**config.mk**
```make
export PLATFORM = sky130hd
export DESIGN_NAME = ssh_merge
export DESIGN_NICKNAME = d
export VERILOG_FILES = /design/src/sv/ssh_pkg.sv /design/src/sv/ssh_merge.sv
export SDC_FILE = /design/constraint.sdc
export NUM_CORES = 1
export LEC_CHECK = 0
export BUFFER_PORTS_ARGS = -buffer_cell sky130_fd_sc_hd__buf_2
export CAP_MARGIN = 20
export CORE_AREA = 2 2 81 99
export DETAILED_ROUTE_END_ITERATION = 16
export DIE_AREA = 0 0 83 101
export HOLD_SLACK_MARGIN = 0.02
export PLACE_DENSITY_LB_ADDON = 0.3
export SLEW_MARGIN = 20
export SYNTH_ARGS = -nofsm -noshare
export SYNTH_HDL_FRONTEND = slang
export SYNTH_SLANG_ARGS = --single-unit
```
**constraint.sdc**
```tcl
create_clock -name clock -period 2.8 [get_ports clock]
set_clock_uncertainty 0.2 [all_clocks]
set_input_delay 0.28 -clock clock [delete_from_list [all_inputs] [get_ports clock]]
set_output_delay 0.28 -clock clock [all_outputs]
set_load 0.05 [all_outputs]
```
**src/sv/ssh_pkg.sv**
```systemverilog
// ----------------------------------------------------------------------------
// ssh_pkg - shared types and constants of the stereo clip waveshaper
// sample format, register indexes, lane payload types and the arctangent rom
// ----------------------------------------------------------------------------
`default_nettype none

package ssh_pkg;

   // sample format: signed q1.23
   localparam int SAMPLE_W = 24;
   localparam int FRAC_W   = SAMPLE_W - 1;
   localparam int GAIN_W   = 24;
   localparam int BLEND_W  = 17;

   // configuration port
   localparam int CSR_IDX_W  = 3;
   localparam int CSR_DATA_W = 24;

   localparam logic [CSR_IDX_W-1:0] REG_DRIVE_GAIN   = 3'd0;
   localparam logic [CSR_IDX_W-1:0] REG_BLEND_AMOUNT = 3'd1;
   localparam logic [CSR_IDX_W-1:0] REG_MAKEUP_GAIN  = 3'd2;
   localparam logic [CSR_IDX_W-1:0] REG_MUTE_ENABLE  = 3'd3;
   localparam logic [CSR_IDX_W-1:0] REG_BYPASS       = 3'd4;

   localparam logic [GAIN_W-1:0]  DRIVE_GAIN_RST  = 24'd65536;
   localparam logic [BLEND_W-1:0] BLEND_RST       = 17'd0;
   localparam logic [GAIN_W-1:0]  MAKEUP_GAIN_RST = 24'd65536;
   localparam logic [BLEND_W-1:0] BLEND_UNITY     = 17'd65536;

   // arctangent table: atan(k / depth) in q.23, k = 0 .. depth
   localparam int ATAN_DEPTH   = 256;
   localparam int ATAN_IDX_W   = 8;
   localparam int ATAN_ENTRIES = ATAN_DEPTH + 1;
   localparam int ROM_ADDR_W   = ATAN_IDX_W + 1;
   localparam int CORDIC_STEPS = 31;
   localparam int Q30_SHIFT    = 30 - FRAC_W;

   // pi/2 in q.23, rounded from q.30
   localparam logic signed [SAMPLE_W:0] HALF_PI_Q =
      25'((64'd1686629713 + (64'd1 << (Q30_SHIFT - 1))) >> Q30_SHIFT);

   // reciprocal divider: quotient bits and divisor / remainder width
   localparam int DIV_STEPS = 24;
   localparam int DIV_A_W   = 32;

   // output buffer depth
   localparam logic [1:0] SKID_DEPTH = 2'd2;

   typedef logic [ATAN_ENTRIES-1:0][SAMPLE_W-1:0] atan_rom_type;

   typedef struct packed {
      logic [GAIN_W-1:0]  drive_gain;
      logic [BLEND_W-1:0] blend_m;      // already limited to unity
      logic [GAIN_W-1:0]  makeup_gain;
      logic               mute;
      logic               bypass;
   } cfg_type;

   typedef struct packed {
      logic signed [SAMPLE_W-1:0] x;    // original sample for bypass
      logic                       neg;  // driven value is negative
      logic                       big;  // |driven| above one
      logic signed [SAMPLE_W:0]   hard; // hard clipped driven value
   } div_tag_type;

   typedef struct packed {
      logic                vld;
      logic [SAMPLE_W-1:0] y;
   } lane_res_type;

   function automatic longint cordic_angle(input int i);
      longint ang;
      case (i)
         0:  ang = 843314857;
         1:  ang = 497837916;
         2:  ang = 263043837;
         3:  ang = 133525159;
         4:  ang = 67021687;
         5:  ang = 33543516;
         6:  ang = 16775851;
         7:  ang = 8388437;
         8:  ang = 4194283;
         9:  ang = 2097149;
         10: ang = 1048576;
         11: ang = 524288;
         12: ang = 262144;
         13: ang = 131072;
         14: ang = 65536;
         15: ang = 32768;
         16: ang = 16384;
         17: ang = 8192;
         18: ang = 4096;
         19: ang = 2048;
         20: ang = 1024;
         21: ang = 512;
         22: ang = 256;
         23: ang = 128;
         24: ang = 64;
         25: ang = 32;
         26: ang = 16;
         27: ang = 8;
         28: ang = 4;
         29: ang = 2;
         30: ang = 1;
         default: ang = 0;
      endcase
      return ang;
   endfunction

   // vectoring cordic in q.30, evaluated once at elaboration
   function automatic atan_rom_type build_atan_rom();
      atan_rom_type rom;
      longint x;
      longint y;
      longint z;
      longint dx;
      longint dy;
      rom = '0;
      for (int k = 0; k < ATAN_ENTRIES; k++) begin
         x = longint'(1) <<< 30;
         y = longint'(k) <<< (30 - ATAN_IDX_W);
         z = 0;
         for (int i = 0; i < CORDIC_STEPS; i++) begin
            dx = y >>> i;
            dy = x >>> i;
            if (y >= 0) begin
               x = x + dx;
               y = y - dy;
               z = z + cordic_angle(i);
            end else begin
               x = x - dx;
               y = y + dy;
               z = z - cordic_angle(i);
            end
         end
         if (z < 0) begin
            z = 0;
         end
         rom[k] = SAMPLE_W'((z + (longint'(1) <<< (Q30_SHIFT - 1))) >>> Q30_SHIFT);
      end
      return rom;
   endfunction

   localparam atan_rom_type ATAN_ROM = build_atan_rom();

endpackage

`default_nettype wire

```
**src/sv/ssh_merge.sv**
```systemverilog
// ----------------------------------------------------------------------------
// ssh_merge - joins the two lane results into one stereo transfer
// two-entry output buffer decouples the pipeline from the receiver
// ----------------------------------------------------------------------------
`default_nettype none

module ssh_merge import ssh_pkg::*; (
   input  wire logic                  clock,
   input  wire logic                  reset,
   input  wire lane_res_type          left_res,
   input  wire lane_res_type          right_res,
   output logic                       pipe_en,
   output logic                       rsp_tvalid,
   input  wire logic                  rsp_tready,
   output logic [2*SAMPLE_W-1:0]      rsp_tdata
);

   logic [2*SAMPLE_W-1:0] ent_ff [2];
   logic                  wr_ptr_ff, rd_ptr_ff;
   logic [1:0]            cnt_ff, cnt_in;
   logic                  push, pop;

   assign pipe_en    = cnt_ff != SKID_DEPTH;
   assign push       = pipe_en && left_res.vld && right_res.vld;
   assign rsp_tvalid = cnt_ff != 2'd0;
   assign pop        = rsp_tvalid && rsp_tready;
   assign rsp_tdata  = ent_ff[rd_ptr_ff];

   always_comb begin
      cnt_in = cnt_ff;
      if (push && !pop) begin
         cnt_in = cnt_ff + 2'd1;
      end else if (pop && !push) begin
         cnt_in = cnt_ff - 2'd1;
      end
   end

   always_ff @(posedge clock) begin
      if (reset) begin
         cnt_ff    <= 2'd0;
         wr_ptr_ff <= 1'b0;
         rd_ptr_ff <= 1'b0;
      end else begin
         cnt_ff <= cnt_in;
         if (push) begin
            wr_ptr_ff <= ~wr_ptr_ff;
         end
         if (pop) begin
            rd_ptr_ff <= ~rd_ptr_ff;
         end
      end
   end

   always_ff @(posedge clock) begin
      if (push) begin
         ent_ff[wr_ptr_ff] <= {right_res.y, left_res.y};
      end
   end

   a_cnt_bound : assert property (@(posedge clock) disable iff (reset)
      cnt_ff <= SKID_DEPTH)
      else $error("output buffer overfilled");

   // lanes run in lockstep
   a_lanes_aligned : assert property (@(posedge clock) disable iff (reset)
      left_res.vld == right_res.vld)
      else $error("lane valids disagree");

endmodule

`default_nettype wire

```
# Word level (Yosys, flattened, before mapping)
# Memories as Yosys holds them, arrays and structs flattened. A register that Yosys moved wholly into a read port is not among the register bits.
# Cells that the tools add are included.
word_totals:
  register_bits: 4
  mem_bits_rw: 96
  input_bits: 53
  out_inout_bits: 50
  word_cells: 24
  mem_count: 1
mem_list:
  columns: ["name", "words", "word_bits", "rd", "rd_ports_with_merged_regs", "write_ports", "line", "text"]
  rows:
  - ["ent_ff", 2, 48, 1, 1, 1, "ssh_merge.sv:18", "logic [2*SAMPLE_W-1:0] ent_ff [2];"]
op_classes:
  n_addsub: 2
  eq_ne: 1
  mux: 6
  bitwise: 2
  reduce_logical: 9
ops:
  columns: ["op", "n"]
  rows:
  - ["logical AND 1 bit", 5]
  - ["2-to-1 mux 1 bit", 4]
  - ["2-to-1 mux 2 bit", 2]
  - ["nonzero test 2 bit", 2]
  - ["adder 2 x 1 -> 2 bit (second input constant)", 1]
  - ["zero test 1 bit", 2]
  - ["inequality test 2 bit (second input constant)", 1]
  - ["NOT 1 bit", 2]
  - ["subtractor 2 x 1 -> 2 bit (second input constant)", 1]

# Longest topological paths before layout
logic_depth:
  depth_word: 7
  ltp_mapped: 6
  mapped_depth_nobuf: 6

# Least setup slack after synthesis
# No wires, ideal clock.
synth_timing:
  kind: "flip-flop to flip-flop"
  start: "reg cnt_ff[0]"
  end: "mem ent_ff[1][0] in the netlist's numbering, enable pin"
  setup_time_ns: 0.410
  arrival_time_ns: 1.985
  required_ns: 2.190
  path_slack_ns: 0.204
  path_stages_with_launch: 4
  path_buffers: 0
  period_less_slack_ns: 2.596
  path_cell_list: "dfxtp_1 > nand2b_4 > and3_1 > and2_1"
synth_between:
  elab_chain_len: 5
synth_lines:
  columns: ["item", "line", "text"]
  rows:
  - ["start: declaration", "ssh_merge.sv:20", "logic [1:0] cnt_ff, cnt_in;"]
  - ["start signal: assignment", "ssh_merge.sv:44", "cnt_ff <= cnt_in;"]
  - ["inequality test 2 bit", "ssh_merge.sv:23", "assign pipe_en = cnt_ff != SKID_DEPTH;"]
  - ["via pipe_en", "ssh_merge.sv:12", "output logic pipe_en,"]
  - ["logical AND 1 bit (2 in a row)", "ssh_merge.sv:24", "assign push = pipe_en && left_res.vld && right_res.vld;"]
  - ["via push", "ssh_merge.sv:21", "logic push, pop;"]
  - ["2-to-1 mux 1 bit", "ssh_merge.sv:55", "if (push) begin"]
  - ["2-to-1 mux 1 bit (not written as such)", "ssh_merge.sv:56", "ent_ff[wr_ptr_ff] <= {right_res.y, left_res.y};"]
  - ["end: declaration", "ssh_merge.sv:18", null]
# The timed path passes the listed nets, and every way through them passes these cells.

==> flow_metrics.py <==
metrics = {
    "run_status": {
        "status": "complete, no violations",
    },
    "synth": {
        "yosys-top-cells-count": "edfxtp_1, mux2_2, dfxtp_1",
        "syn-num-nets": 228,
        "syn_area_mm2": 0.003687,
        "ys_types": 18,
        "synth-seq-area-share_pct": 80.90,
        "syn_avg_cell_area_um2": 21.19,
        "synth.most_common_cell": "edfxtp_1",
        "synthArstFlopShare_pct": 0,
        "synth_area_leaders": "edfxtp_1, mux2_2, dfxtp_1, xor2_1, buf_4",
        "yosysTopAreaCell": "edfxtp_1",
        "synth_top_area_share_pct": 78.18,
        "synthFlopType": "edfxtp_1",
        "yosysWarnings": 0,
        "synthCells": 174,
        "synth_edf_count": 96,
        "ys_seq_elements": 101,
    },
    "clocking": {
        "post_cts_buffers": 0,
        "cts.sinks": 101,
        "clk_pin_slew_worst_paths_ps": 90,
        "cts_max_level": 3,
        "cts_buffer_depth": 2,
        "clk_latency_ps": 350,
        "cts-root-buf": "clkbuf_8",
        "cts_buffers": 9,
        "ctsResizeCount": 0,
        "cts_tree": "done",
    },
    "grt": {
        "use_met3_pct": 3.767,
        "antenna_found_initial": 0,
        "grt_pass1_vias": 2109,
        "overflow": 0,
        "top_usage_layer": "met2",
        "grt_use_met2_pct": 28.78,
        "grt_pass1_wl_mm": 10.27,
        "gr-usage-met1_pct": 19.05,
        "grt_max_degree": 49,
        "grt_use_total_pct": 16.17,
    },
    "timing": {
        "clock.fmax_ghz": 0.4171,
        "timing.hold.ws_ps": 55.93,
        "final.setup.worst_slack_ps": 402.4,
        "worstMarginPinSlew_ps": 584.7,
        "relSlewSlack_pct": 61.02,
        "rsz0062_at_grt": "no",
        "tns_ps": 0,
        "finalSetupViolCount": 0,
        "min_period_ps": 2398,
        "maxSlewViolCount": 0,
        "final.period_utilization_pct": 85.63,
        "hold_violations": 0,
    },
    "critical_path": {
        "end_kind": "primary output",
        "arrival_ps": 1920,
        "critPathKind": "flip-flop to primary output",
        "crit_fanout": 28,
        "startpoint_type": "flip-flop",
        "crit_required_ps": 2320,
        "r2r_cells": 4,
    },
    "pwr": {
        "p_total_uw": 4341,
        "netSwitchingFraction_pct": 37.54,
        "vdd_drop_max_uv": 610.7,
        "power.density_mw_per_mm2": 864.4,
        "combPwrFrac_pct": 36.4,
        "internal_power_uw": 2712,
        "clockPowerShare_pct": 20.2,
        "p_sw_uw": 1630,
        "p_leak_uw": 0.001887,
        "power_frac_seq_pct": 43.5,
    },
    "drt": {
        "antenna_left": 0,
        "drcViolationCount": 0,
        "routed_wl_mm": 6.746,
        "viasPerCell": 4.835,
        "wl_per_cell_um": 15.65,
        "vias": 2084,
        "drt-pass1-iter-count": 4,
        "drtIter0Drc": 106,
    },
    "final_layout": {
        "layout-drive-gt1-share_pct": 51.33,
        "area_growth_pct": 36.21,
        "antenna_cells": 0,
        "fin_nets": 388,
    },
    "placement": {
        "place_ws_ps": 711.9,
        "place_congestion": 0.7038,
        "dp_hpwl_mm": 4.019,
        "port_buffers": 102,
    },
    "hold_path": {
        "hold_path_depth": 3,
        "min_path_type": "input pin to flip-flop",
    },
    "floorplan": {
        "die_area_mm2": 0.008383,
        "io_pins": 103,
        "coreArea_mm2": 0.007488,
        "initial_core_util_pct": 49.24,
        "rows": 35,
        "die_h_um": 101,
        "die_w_um": 83,
    },
    "flow_run": {
        "cap_viol_max_count": 0,
    },
}
==> layout make-up <==
class                           instances  area, µm²
Clock buffer                            9      123.9
Clock inverter                          7      65.06
Fill cell                             539       2466
Inverter                                2      7.507
Multi-Input combinational cell         66      665.6
Sequential cell                       101       2984
Tap cell                               92      115.1
Timing Repair Buffer                  154       1061
==> cell families (layout without fill, tap and decap cells) <==
logic type | after synthesis | after routing | synth area share [%]
adder cells (fa/ha/maj) | 1 | 1 | 0.3393
flip-flops | 101 | 101 | 80.90
multiplexers | 48 | 48 | 14.66
XOR/XNOR | 3 | 3 | 0.7127
AO/OA/AOI/OAI | 5 | 5 | 0.7805
buffers and inverters | 7 | 172 | 1.086
AND/OR/NAND/NOR | 9 | 9 | 1.527
==> placed cells by master, fill, tap and decap left out, drive strengths merged, types with 2 or more instances in the layout <==
cell	synthesis	routed
o21ai	2	2
dlygate4sd3	0	49
a21oi	2	2
xor2	3	3
clkbuf	0	9
buf	5	105
dfxtp	5	5
nor2	3	3
mux2	48	48
inv	2	3
clkinv	0	4
edfxtp	96	96
==> through the flow <==
step | instances | instance area, µm² | utilization (%)
floorplan | 174 | 3687 | -
global placement | 366 | 4343 | 58.00
detailed placement | 366 | 4343 | 58.00
CTS | 431 | 5022 | 67.07
global route | 431 | 5022 | 67.07
finish | 431 | 5022 | 67.07
==> sequential cells by signal, indices dropped and copies added (netlist names), named ones only <==
name,flops
ent_ff,96
cnt_ff,2
wr_ptr_ff,1
rd_ptr_ff,1
==> layer usage <==
metal | wire [µm] | part of all wire [%]
met5 | 0 | 0
met4 | 60 | 0.89
met3 | 369 | 5.5
met2 | 3554 | 53
met1 | 2763 | 41
==> final timing paths <==
check	startpoint	endpoint	slack, ps
min	left_res[24]	wr_ptr_ff$_SDFFE_PP0P_	60
max	flip-flop	rsp_tdata[1]	400
max reg2reg	cnt_ff[0]$_SDFFE_PP0P_	ent_ff[1][37]$_DFFE_PP_	720
min reg2reg	rd_ptr_ff$_SDFFE_PP0P_	rd_ptr_ff$_SDFFE_PP0P_	330
==> power by group through the flow <==
stage                     Combinational [µW]  Sequential, µW  Clock [µW]
after floorplan                         1250            1870           0
after global placement                  1520            1910           0
after detailed placement                1530            1920           0
after CTS                               1590            1890         904
after global routing                    1650            1900         957
final                                   1580            1890         875
==> repair_timing <==
action / CTS / global route
hold buffers: 49 / 0
endpoints found under the hold margin: 101 / 0
endpoints found under the setup margin: 0 / 0
==> worst max-delay path, stage by stage, from the launching register on <==
cell and delay, ps:
dfxtp_2 700, buf_12 270, mux2_2 370, buf_2 210
Power figures use the tool's default switching activity.
